$ cat src/design/ivs_pkg.sv
// Shared types and constants for the indexed vector store.
// Request and result structs, function and status codes, sequencer states.
// No dependencies.
package ivs_pkg;

  // Store geometry
  localparam int CAPACITY      = 64;
  localparam int ELEMENT_WIDTH = 32;
  localparam int ADDR_W        = $clog2(CAPACITY);
  localparam int CNT_W         = $clog2(CAPACITY + 1);

  // Fixed field widths of the transaction payloads
  localparam int FUNC_W = 3;
  localparam int IDX_W  = 6;
  localparam int VAL_W  = 32;
  localparam int STAT_W = 2;

  // Request function codes
  typedef enum logic [FUNC_W-1:0] {
    FN_PUSH  = 3'd0,
    FN_POP   = 3'd1,
    FN_INS   = 3'd2,
    FN_ODEL  = 3'd3,
    FN_SDEL  = 3'd4,
    FN_SWAP  = 3'd5,
    FN_READ  = 3'd6
  } ivs_func_t;

  // Result status codes
  typedef enum logic [STAT_W-1:0] {
    ST_OK    = 2'd0,
    ST_FULL  = 2'd1,
    ST_EMPTY = 2'd2,
    ST_RANGE = 2'd3
  } ivs_status_t;

  // Sequencer states
  typedef enum logic [2:0] {
    S_IDLE,
    S_RDOUT,
    S_SDWR,
    S_SW1,
    S_SW2,
    S_SW3,
    S_MOVE
  } ivs_state_t;

  // Input transaction
  typedef struct packed {
    logic [FUNC_W-1:0] func;
    logic [IDX_W-1:0]  index_a;
    logic [IDX_W-1:0]  index_b;
    logic [VAL_W-1:0]  value_in;
  } ivs_in_t;

  // Result transaction
  typedef struct packed {
    logic [VAL_W-1:0]  value_out;
    logic [STAT_W-1:0] status;
    logic [CNT_W-1:0]  count;
    logic              is_empty;
  } ivs_out_t;

  // Sequencer to memory request
  typedef struct packed {
    logic                     we;
    logic [ADDR_W-1:0]        waddr;
    logic [ELEMENT_WIDTH-1:0] wdata;
    logic                     re;
    logic [ADDR_W-1:0]        raddr;
  } ivs_mem_req_t;

  // Sequencer completion report
  typedef struct packed {
    logic     done;
    ivs_out_t res;
  } ivs_fin_t;

endpackage

$ cat src/design/ivs_ram.sv
// Generic simple dual-port RAM: one write port, one read port, registered read.
// No dependencies.
module ivs_ram #(
  parameter int WIDTH = 32,
  parameter int DEPTH = 64,
  localparam int AW = $clog2(DEPTH)
) (
  input  logic             clk,
  input  logic             we,
  input  logic [AW-1:0]    waddr,
  input  logic [WIDTH-1:0] wdata,
  input  logic             re,
  input  logic [AW-1:0]    raddr,
  output logic [WIDTH-1:0] rdata
);

  logic [WIDTH-1:0] mem [DEPTH];

  // Write port
  always_ff @(posedge clk) begin
    if (we) begin
      mem[waddr] <= wdata;
    end
  end

  // Registered read port
  always_ff @(posedge clk) begin
    if (re) begin
      rdata <= mem[raddr];
    end
  end

endmodule

$ cat src/design/ivs_seq.sv
// Request sequencer: checks each transaction against the live count and runs
// the read-modify-write steps on the element memory. Depends on ivs_pkg.
module ivs_seq
  import ivs_pkg::*;
(
  input  logic                     clk,
  input  logic                     rst_n,
  input  logic                     acc,
  input  ivs_in_t                  req,
  input  logic [ELEMENT_WIDTH-1:0] rdata,
  output logic                     busy,
  output ivs_mem_req_t             mem,
  output ivs_fin_t                 fin
);

  ivs_state_t               state_r, state_nxt;
  ivs_in_t                  req_r, req_nxt;
  logic [CNT_W-1:0]         cnt_r, cnt_nxt;
  logic [ADDR_W-1:0]        rp_r, rp_nxt;
  logic [CNT_W-1:0]         rem_r, rem_nxt;
  logic                     pend_r, pend_nxt;
  logic [ADDR_W-1:0]        pend_addr_r, pend_addr_nxt;
  logic [ELEMENT_WIDTH-1:0] tmp_r, tmp_nxt;
  ivs_status_t              chk;
  logic [CNT_W-1:0]         ia_ext, ib_ext;
  logic                     same_idx;
  logic                     is_ins;
  logic                     done;
  logic [VAL_W-1:0]         vout;
  ivs_status_t              st_out;

  assign busy     = (state_r != S_IDLE);
  assign ia_ext   = CNT_W'(req.index_a);
  assign ib_ext   = CNT_W'(req.index_b);
  assign same_idx = (req.index_a == req.index_b);
  assign is_ins   = (req_r.func == FN_INS);

  // Check an incoming request against the live count
  always_comb begin
    chk = ST_OK;
    case (req.func)
      FN_PUSH: begin
        if (cnt_r == CNT_W'(CAPACITY)) chk = ST_FULL;
      end
      FN_POP: begin
        if (cnt_r == '0) chk = ST_EMPTY;
      end
      FN_INS: begin
        if (cnt_r == '0)                     chk = ST_EMPTY;
        else if (ia_ext >= cnt_r)            chk = ST_RANGE;
        else if (cnt_r == CNT_W'(CAPACITY))  chk = ST_FULL;
      end
      FN_ODEL, FN_SDEL, FN_READ: begin
        if (cnt_r == '0)          chk = ST_EMPTY;
        else if (ia_ext >= cnt_r) chk = ST_RANGE;
      end
      FN_SWAP: begin
        if (same_idx)                                 chk = ST_OK;
        else if (cnt_r == '0)                         chk = ST_EMPTY;
        else if (ia_ext >= cnt_r || ib_ext >= cnt_r)  chk = ST_RANGE;
      end
      default: chk = ST_OK;
    endcase
  end

  // Next state
  always_comb begin
    state_nxt = state_r;
    unique case (state_r)
      S_IDLE: begin
        if (acc && chk == ST_OK) begin
          case (req.func)
            FN_POP, FN_READ: state_nxt = S_RDOUT;
            FN_SDEL:         state_nxt = S_SDWR;
            FN_SWAP:         state_nxt = same_idx ? S_IDLE : S_SW1;
            FN_INS, FN_ODEL: state_nxt = S_MOVE;
            default:         state_nxt = S_IDLE;
          endcase
        end
      end
      S_RDOUT: state_nxt = S_IDLE;
      S_SDWR:  state_nxt = S_IDLE;
      S_SW1:   state_nxt = S_SW2;
      S_SW2:   state_nxt = S_SW3;
      S_SW3:   state_nxt = S_IDLE;
      S_MOVE: begin
        if (rem_r == '0 && !pend_r) state_nxt = S_IDLE;
      end
      default: state_nxt = S_IDLE;
    endcase
  end

  // Memory controls, datapath updates and completion
  always_comb begin
    mem           = '0;
    req_nxt       = req_r;
    cnt_nxt       = cnt_r;
    rp_nxt        = rp_r;
    rem_nxt       = rem_r;
    pend_nxt      = 1'b0;
    pend_addr_nxt = pend_addr_r;
    tmp_nxt       = tmp_r;
    done          = 1'b0;
    vout          = '0;
    st_out        = ST_OK;
    unique case (state_r)
      S_IDLE: begin
        if (acc) begin
          req_nxt = req;
          st_out  = chk;
          if (chk != ST_OK) begin
            done = 1'b1;
          end else begin
            case (req.func)
              FN_PUSH: begin
                mem.we    = 1'b1;
                mem.waddr = cnt_r[ADDR_W-1:0];
                mem.wdata = ELEMENT_WIDTH'(req.value_in);
                cnt_nxt   = cnt_r + CNT_W'(1);
                done      = 1'b1;
              end
              FN_POP, FN_SDEL: begin
                mem.re    = 1'b1;
                mem.raddr = ADDR_W'(cnt_r - CNT_W'(1));
              end
              FN_READ: begin
                mem.re    = 1'b1;
                mem.raddr = ADDR_W'(req.index_a);
              end
              FN_SWAP: begin
                if (same_idx) begin
                  done = 1'b1;
                end else begin
                  mem.re    = 1'b1;
                  mem.raddr = ADDR_W'(req.index_a);
                end
              end
              FN_INS: begin
                // Walk the tail from the top down
                rp_nxt  = ADDR_W'(cnt_r - CNT_W'(1));
                rem_nxt = cnt_r - ia_ext;
              end
              FN_ODEL: begin
                // Walk the tail from just above the hole upward
                rp_nxt  = ADDR_W'(ia_ext + CNT_W'(1));
                rem_nxt = cnt_r - ia_ext - CNT_W'(1);
              end
              default: done = 1'b1;
            endcase
          end
        end
      end
      S_RDOUT: begin
        vout = VAL_W'(rdata);
        if (req_r.func == FN_POP) cnt_nxt = cnt_r - CNT_W'(1);
        done = 1'b1;
      end
      S_SDWR: begin
        // Move the last element into the freed slot
        mem.we    = 1'b1;
        mem.waddr = ADDR_W'(req_r.index_a);
        mem.wdata = rdata;
        cnt_nxt   = cnt_r - CNT_W'(1);
        done      = 1'b1;
      end
      S_SW1: begin
        tmp_nxt   = rdata;
        mem.re    = 1'b1;
        mem.raddr = ADDR_W'(req_r.index_b);
      end
      S_SW2: begin
        mem.we    = 1'b1;
        mem.waddr = ADDR_W'(req_r.index_a);
        mem.wdata = rdata;
      end
      S_SW3: begin
        mem.we    = 1'b1;
        mem.waddr = ADDR_W'(req_r.index_b);
        mem.wdata = tmp_r;
        done      = 1'b1;
      end
      S_MOVE: begin
        // Write back the element read last cycle one place over
        if (pend_r) begin
          mem.we    = 1'b1;
          mem.waddr = is_ins ? pend_addr_r + ADDR_W'(1) : pend_addr_r - ADDR_W'(1);
          mem.wdata = rdata;
        end
        // Read the next element of the tail
        if (rem_r != '0) begin
          mem.re        = 1'b1;
          mem.raddr     = rp_r;
          pend_nxt      = 1'b1;
          pend_addr_nxt = rp_r;
          rp_nxt        = is_ins ? rp_r - ADDR_W'(1) : rp_r + ADDR_W'(1);
          rem_nxt       = rem_r - CNT_W'(1);
        end else if (!pend_r) begin
          // Tail moved: drop the new element in, or shrink
          if (is_ins) begin
            mem.we    = 1'b1;
            mem.waddr = ADDR_W'(req_r.index_a);
            mem.wdata = ELEMENT_WIDTH'(req_r.value_in);
            cnt_nxt   = cnt_r + CNT_W'(1);
          end else begin
            cnt_nxt = cnt_r - CNT_W'(1);
          end
          done = 1'b1;
        end
      end
      default: ;
    endcase
    fin.done          = done;
    fin.res.value_out = vout;
    fin.res.status    = st_out;
    fin.res.count     = cnt_nxt;
    fin.res.is_empty  = (cnt_nxt == '0);
  end

  // Control state
  always_ff @(posedge clk) begin
    if (!rst_n) begin
      state_r <= S_IDLE;
      cnt_r   <= '0;
      pend_r  <= 1'b0;
    end else begin
      state_r <= state_nxt;
      cnt_r   <= cnt_nxt;
      pend_r  <= pend_nxt;
    end
  end

  // Datapath holding registers
  always_ff @(posedge clk) begin
    req_r       <= req_nxt;
    rp_r        <= rp_nxt;
    rem_r       <= rem_nxt;
    pend_addr_r <= pend_addr_nxt;
    tmp_r       <= tmp_nxt;
  end

`ifndef SYNTHESIS
  a_cnt_bound: assert property (@(posedge clk) disable iff (!rst_n)
    cnt_r <= CNT_W'(CAPACITY))
    else $error("live count above capacity");

  a_no_rw_clash: assert property (@(posedge clk) disable iff (!rst_n)
    !(mem.we && mem.re && mem.waddr == mem.raddr))
    else $error("read and write to the same entry in one cycle");

  a_done_idle: assert property (@(posedge clk) disable iff (!rst_n)
    fin.done |=> (state_r == S_IDLE))
    else $error("sequencer not idle after completing a transaction");

  a_move_pend: assert property (@(posedge clk) disable iff (!rst_n)
    (state_r == S_MOVE && rem_r != '0) |=> pend_r)
    else $error("tail read issued without a pending write-back");
`endif

endmodule

$ cat src/design/indexed_vector_store_core.sv
// Top level of the indexed vector store: element memory, sequencer and
// result register. Depends on ivs_pkg, ivs_ram and ivs_seq.
//
//   channel   handshake            payload
//   input     start / busy         in_req   (ivs_in_t)
//   result    out_strobe           out_res  (ivs_out_t)
//
// Push, no-op and rejected requests: result in the cycle after accept, busy stays low.
// Pop and read pass through S_RDOUT, swap delete through S_SDWR; swap of two slots steps through
// S_SW1, S_SW2 and S_SW3 (one memory read port). Insert and ordered delete walk the tail in S_MOVE,
// one element moved per cycle through the memory's read and write ports. Reset empties the store
// at once; no memory clearing pass. Results are never stalled.
module indexed_vector_store_core
  import ivs_pkg::*;
(
  input  logic     clk,
  input  logic     rst_n,
  input  logic     start,
  output logic     busy,
  input  ivs_in_t  in_req,
  output logic     out_strobe,
  output ivs_out_t out_res
);

  ivs_mem_req_t             mem;
  ivs_fin_t                 fin;
  logic [ELEMENT_WIDTH-1:0] rdata;
  logic                     acc;
  logic                     out_strobe_r;
  ivs_out_t                 out_res_r;

  assign acc = start && !busy;

  ivs_ram #(
    .WIDTH(ELEMENT_WIDTH),
    .DEPTH(CAPACITY)
  ) u_ram (
    .clk  (clk),
    .we   (mem.we),
    .waddr(mem.waddr),
    .wdata(mem.wdata),
    .re   (mem.re),
    .raddr(mem.raddr),
    .rdata(rdata)
  );

  ivs_seq u_seq (
    .clk  (clk),
    .rst_n(rst_n),
    .acc  (acc),
    .req  (in_req),
    .rdata(rdata),
    .busy (busy),
    .mem  (mem),
    .fin  (fin)
  );

  // Register each finished transaction onto the result ports with a one-cycle strobe
  always_ff @(posedge clk) begin
    if (!rst_n) begin
      out_strobe_r <= 1'b0;
    end else begin
      out_strobe_r <= fin.done;
    end
  end

  always_ff @(posedge clk) begin
    if (fin.done) begin
      out_res_r <= fin.res;
    end
  end

  assign out_strobe = out_strobe_r;
  assign out_res    = out_res_r;

endmodule
$ cat config.mk
export PLATFORM = sky130hd
export DESIGN_NAME = indexed_vector_store_core
export DESIGN_NICKNAME = d
export VERILOG_FILES = /design/src/design/ivs_pkg.sv /design/src/design/ivs_ram.sv /design/src/design/ivs_seq.sv /design/src/design/indexed_vector_store_core.sv
export SDC_FILE = /design/constraint.sdc
export NUM_CORES = 2
export LEC_CHECK = 0
export BUFFER_PORTS_ARGS = -buffer_cell sky130_fd_sc_hd__buf_4
export CELL_PAD_IN_SITES_DETAIL_PLACEMENT = 1
export CELL_PAD_IN_SITES_GLOBAL_PLACEMENT = 1
export CORE_AREA = 2 2 449 451
export CTS_CLUSTER_DIAMETER = 30
export CTS_CLUSTER_SIZE = 20
export DETAILED_ROUTE_END_ITERATION = 7
export DIE_AREA = 0 0 451 453
export PLACE_DENSITY = 0.7
export SETUP_SLACK_MARGIN = 0.15
export SYNTH_ARGS = -nofsm -noshare
export SYNTH_HDL_FRONTEND = slang
export SYNTH_HIERARCHICAL = 1
export SYNTH_SLANG_ARGS = --single-unit
$ cat constraint.sdc
create_clock -name clk -period 6.6 [get_ports clk]
set_clock_uncertainty 0.2 [all_clocks]
set_input_delay 1.32 -clock clk [delete_from_list [all_inputs] [get_ports clk]]
set_output_delay 1.32 -clock clk [all_outputs]
set_load 0.02 [all_outputs]
======== Yosys cells after proc, flatten, opt, wreduce, memory -nomap -nowiden ========
Memory sizes are Yosys's and may differ from the RTL's. A register that Yosys moved wholly into a read port is not among the register bits.
Cells that the tools add are included.
word-level totals
  flip-flop bits (word level) ............. 152
  bits in writable memories ............... 2,048
  input bits .............................. 50
  output and inout bits ................... 44
  word-level logic and storage cells ...... 136
  memories kept ........................... 1
memory list
  name       depth  bits a word  read ports  clocked after Yosys merged registers in  write ports  line           text
  u_ram.mem  64     32           1           1                                        1            ivs_ram.sv:17  logic [WIDTH-1:0] mem [DEPTH];
cells by class
  add/sub/neg operators ................... 10
  order comparisons ....................... 2
  equality and inequality tests ........... 22
  muxes and demuxes ....................... 57
  reduce and logical (&&, ||, !) cells .... 28
operators by type and width
  kind                   count
  $mux W39               5
  $pmux W39 S4           1
  $mux W46               2
  $mux W7                12
  $pmux W7 S3            2
  $mux W6                5
  $pmux W7 S2            2
  $pmux W7 S4            1
  $pmux W3 S4            2
  $pmux W6 S2            2
  $logic_not A7 Y1       3
  $sub A7 B1 Y7 const B  3
  $add A6 B1 Y6 const B  3
  $eq A3 B3 Y1 const B   6
  $mux W2                9
  $eq A3 B2 Y1 const B   5
  $ge A6 B7 Y1           2
  $sub A6 B1 Y6 const B  2
  $pmux W2 S5            1
  $eq A3 B1 Y1 const B   3
  $mux W1                9
  $ne A2 B1 Y1 const B   4
  $reduce_and A2 Y1      4
  $reduce_or A2 Y1       4
  20 further kinds       27

======== Longest topological paths before layout ========
  word-level depth ........................ 12
  mapped depth ............................ 21
  depth with buffers taken out ............ 15

======== Cells and area by module ========
The synthesis kept the hierarchy.
modules (own cells, without submodules)
  module                     times used  cells each  area an instance (µm²)  sequential area each (µm²)
  ivs_ram                    1           3,324       78,835.6                62,459.9
  ivs_seq                    1           765         7,263.2                 3,163.0
  indexed_vector_store_core  1           45          1,301.2                 1,281.2

======== Worst setup path before layout ========
Ideal clock, no wire load.
  path kind ............................... input-to-reg
  start ................................... input port in_req[40] (netlist name)
  end ..................................... memory u_ram.mem[48][0], enable pin
  setup time .............................. 461 ps
  arrival time ............................ 6,171 ps
  data required time ...................... 5,939 ps
  setup slack ............................. -231 ps
  cell stages on the path ................. 15
  buffers on the path ..................... 4
  cells stage by stage .................... clkbuf_1 inv_1 ha_1 a21oi_1 a21oi_1 o21ai_0 o2bb2ai_1 and3_1 buf_4 buf_6 a221o_1 clkbuf_1 nor2b_1 nand4b_1 nor3_1
RTL lines
  element             line                             text
  start: declaration  indexed_vector_store_core.sv:20  input ivs_in_t in_req,
  end: declaration    ivs_ram.sv:17

==> impl_metrics.ini <==
[floorplan]
dieArea_mm2 = 0.204
io_pins = 94
rows = 164
die_w_um = 451
coreArea_mm2 = 0.199
chipHeight_um = 453
start_util = 0.439

[synth]
netlist_instances = 4134
yosysUniqueCellTypes = 78
synthTopCellsByArea = edfxtp_1 76%, mux4_2 14%, mux2i_1 1.1%
netlist.area_leader.share = 0.763
synthArstFlopShare = 0
syn_area_per_cell_um2 = 21.1
synthesis.area_mm2 = 0.0874
yosysTopAreaCell = edfxtp_1
yosys_warnings = 6
synth-edff-count = 2220
seq_area_frac_synth = 0.765
synth_nets = 4214
ys_ff_latch = 2232
synth_ff_type = edfxtp_1

[power]
power.switching_mw = 11.0
clkPwrFrac = 0.502
sequentialPowerShare = 0.385
powerDensity_mw_per_mm2 = 401
p_comb_frac = 0.113
power.total_mw = 43.7
vdd_ir_drop_max_v = 0.000238
p_sw_frac = 0.252
p_leak_nw = 35.2
internal_power_mw = 32.7

[cts]
post-cts-setup-buffer-count = 0
numCtsBuffers = 431
cts.sinks = 2232
clkTransAtPathRegs_ns = 0.05
cts_tree = built
clk_path_buf_depth = 4
cts_root_buf = clkbuf_16
clock_latency_ns = 0.99
cts_resized = 0
htree_levels = 5
cts_hold_buf = 0

[drt]
via_per_inst = 6.21
drt_iter0_drc = 5940
wl_um = 271000
vias = 48100
ant_nets = 0
drc_errors = 0
wl_per_cell_um = 34.9
first_pass_iters = 5

[timing]
slew_headroom = 0.115
setup_viol = 0
max_freq_mhz = 160
hold_viol = 0
finalMaxSlewViolations = 0
tightest_slew_ns = 1.32
finalCritPeriodShare = 0.948
period_minus_slack_ns = 6.26
setup_tns_ns = 0
rsz0062_at_grt = false

[layout]
area_growth_pct = 24.5
drive_above_1_share = 0.345
final_nets = 4820

[worst_setup_path]
worstPathRequired_ns = 7.07
start_kind = flip-flop
path_max_fanout = 46
endpoint_kind = flip-flop
arrival_ns = 6.72
path_class = flip-flop to flip-flop

[place]
gp_congestion = 0.874
numPortBuffers = 93
dp_hpwl_um = 150000

[global_routing]
grt_max_degree = 70
gr-total-overflow = 0
grt_pass1_vias = 51300
grt_usage = 0.265
grt_pass1_wl_um = 384000
antenna_found_initial = 16

[hold_path]
hp-class = flip-flop to flip-flop

[flow_run]
drv_cap = 0

[status]
status = completed
==> flip-flops by register name (all words and copies together), names as in the netlist <==
register           count
u_seq/pend_r           1
u_seq/tmp_r           32
u_seq/req_r           47
u_seq/rp_r             6
u_seq/rem_r            7
u_seq/state_r          3
u_ram/rdata           32
out_strobe             1
u_seq/pend_addr_r      6
u_seq/cnt_r            7
out_res               42
u_ram/mem           2048
==> layer usage <==
layer / wire length, um / up-vias / GRT usage / share of wire
met5: 13 / - / 0 / 0.000048
met4: 14900 / 2 / 0.138 / 0.055
li1: - / 18700 / - / -
met2: 132000 / 2988 / 0.432 / 0.49
met3: 25100 / 693 / 0.0545 / 0.093
met1: 98200 / 25700 / 0.337 / 0.36
==> critical path, cell delays in order (launching register included) <==
cell and delay [ns]:
dfxtp_1 0.54, inv_1 0.09, buf_4 0.18, ha_1 0.25
or3b_4 0.30, nor4_4 0.07, a311oi_1 0.50, a2bb2oi_2 0.14
a41oi_1 0.24, and3_4 0.27, nand2_1 0.15, buf_4 0.24
o21ai_4 0.24, buf_12 0.24, buf_12 0.28, or3b_2 0.60
o221ai_1 0.23, a21oi_1 0.14, a21oi_1 0.83, nor2_1 0.09
==> power by group through the flow <==
stage	Clock [mW]	Sequential [mW]	Combinational, mW
finish	21.9	16.8	4.95
global route	22.7	16.8	5.16
CTS	22.1	16.8	4.90
detailed placement	0	17.1	4.81
global placement	0	17.0	4.68
floorplan	0	17.1	2.49
==> logic make-up (layout without fill, tap and decap cells) <==
family | Yosys count | in the layout | share of synthesized area
mux | 639 | 639 | 0.151
xor+xnor | 45 | 45 | 0.00451
buf+inv | 295 | 1245 | 0.0154
simple gates | 454 | 454 | 0.0245
other cells | 0 | 2 | 0
compound gates | 439 | 439 | 0.0344
fa+ha+maj | 30 | 30 | 0.00455
flops | 2232 | 2232 | 0.765
==> worst paths after layout <==
check,startpoint,to,slack [ns],depth (start not counted)
setup reg to reg,u_seq/cnt_r[0]$_SDFF_PN0_,u_ram/rdata[7]$_DFFE_PP_,0.34,19
hold reg to reg,u_ram/rdata[29]$_DFFE_PP_,u_seq/tmp_r[29]$_DFFE_PP_,0.28,0
hold / removal,u_ram/rdata[29]$_DFFE_PP_,u_seq/tmp_r[29]$_DFFE_PP_,0.28,0
setup / recovery,u_seq/cnt_r[0]$_SDFF_PN0_,u_ram/rdata[7]$_DFFE_PP_,0.34,19
==> synthesized netlist by cell type, drive strengths merged, types with 44 or more instances <==
cell and count:
nand2 64, o21ai 62, a21oi 89, mux2i 95, clkbuf 104, mux4 544
edfxtp 2220, nand3 44, nor2 217, inv 66, buf 125, a22oi 51
o22ai 85
==> placed cells by master (no fill, tap or decap), types with 33 or more instances in the layout <==
cell and instances:
nand2_1 64, buf_12 91, a22oi_1 51, o21ai_0 52
buf_4 311, mux4_2 544, nor2_1 152, clkbuf_1 38
o22ai_1 85, nor2_4 64, clkinvlp_4 57, edfxtp_1 2220
clkinv_1 59, nand3_1 44, inv_1 65, mux2i_1 95
bufinv_16 65, xnor2_1 33, clkbuf_16 433, a21oi_1 89
clkinv_2 73
==> layout make-up <==
class | count | area [um2]
Multi-Input combinational cell | 1607 | 19800
Antenna cell | 2 | 5.00
Clock buffer | 471 | 11000
Fill cell | 17000 | 90400
Clock inverter | 306 | 3460
Inverter | 66 | 248
Timing Repair Buffer | 402 | 4160
Sequential cell | 2232 | 66900
Tap cell | 2656 | 3320
==> through the flow <==
step           utilization  setup slack, ns  area, um2  hold WS (ns)  cells
2_1_floorplan            -            0.359      87400         0.242   4134
3_3_place_gp         0.474          -0.0646      94400         0.267   6963
3_5_place_dp         0.474         -0.00670      94400         0.268   6963
4_1_cts              0.546            0.395     109000         0.278   7740
5_1_grt              0.546            0.177     109000         0.296   7740
6_report             0.546            0.343     109000         0.281   7742
Note: power is estimated with default switching activity, not from simulation.
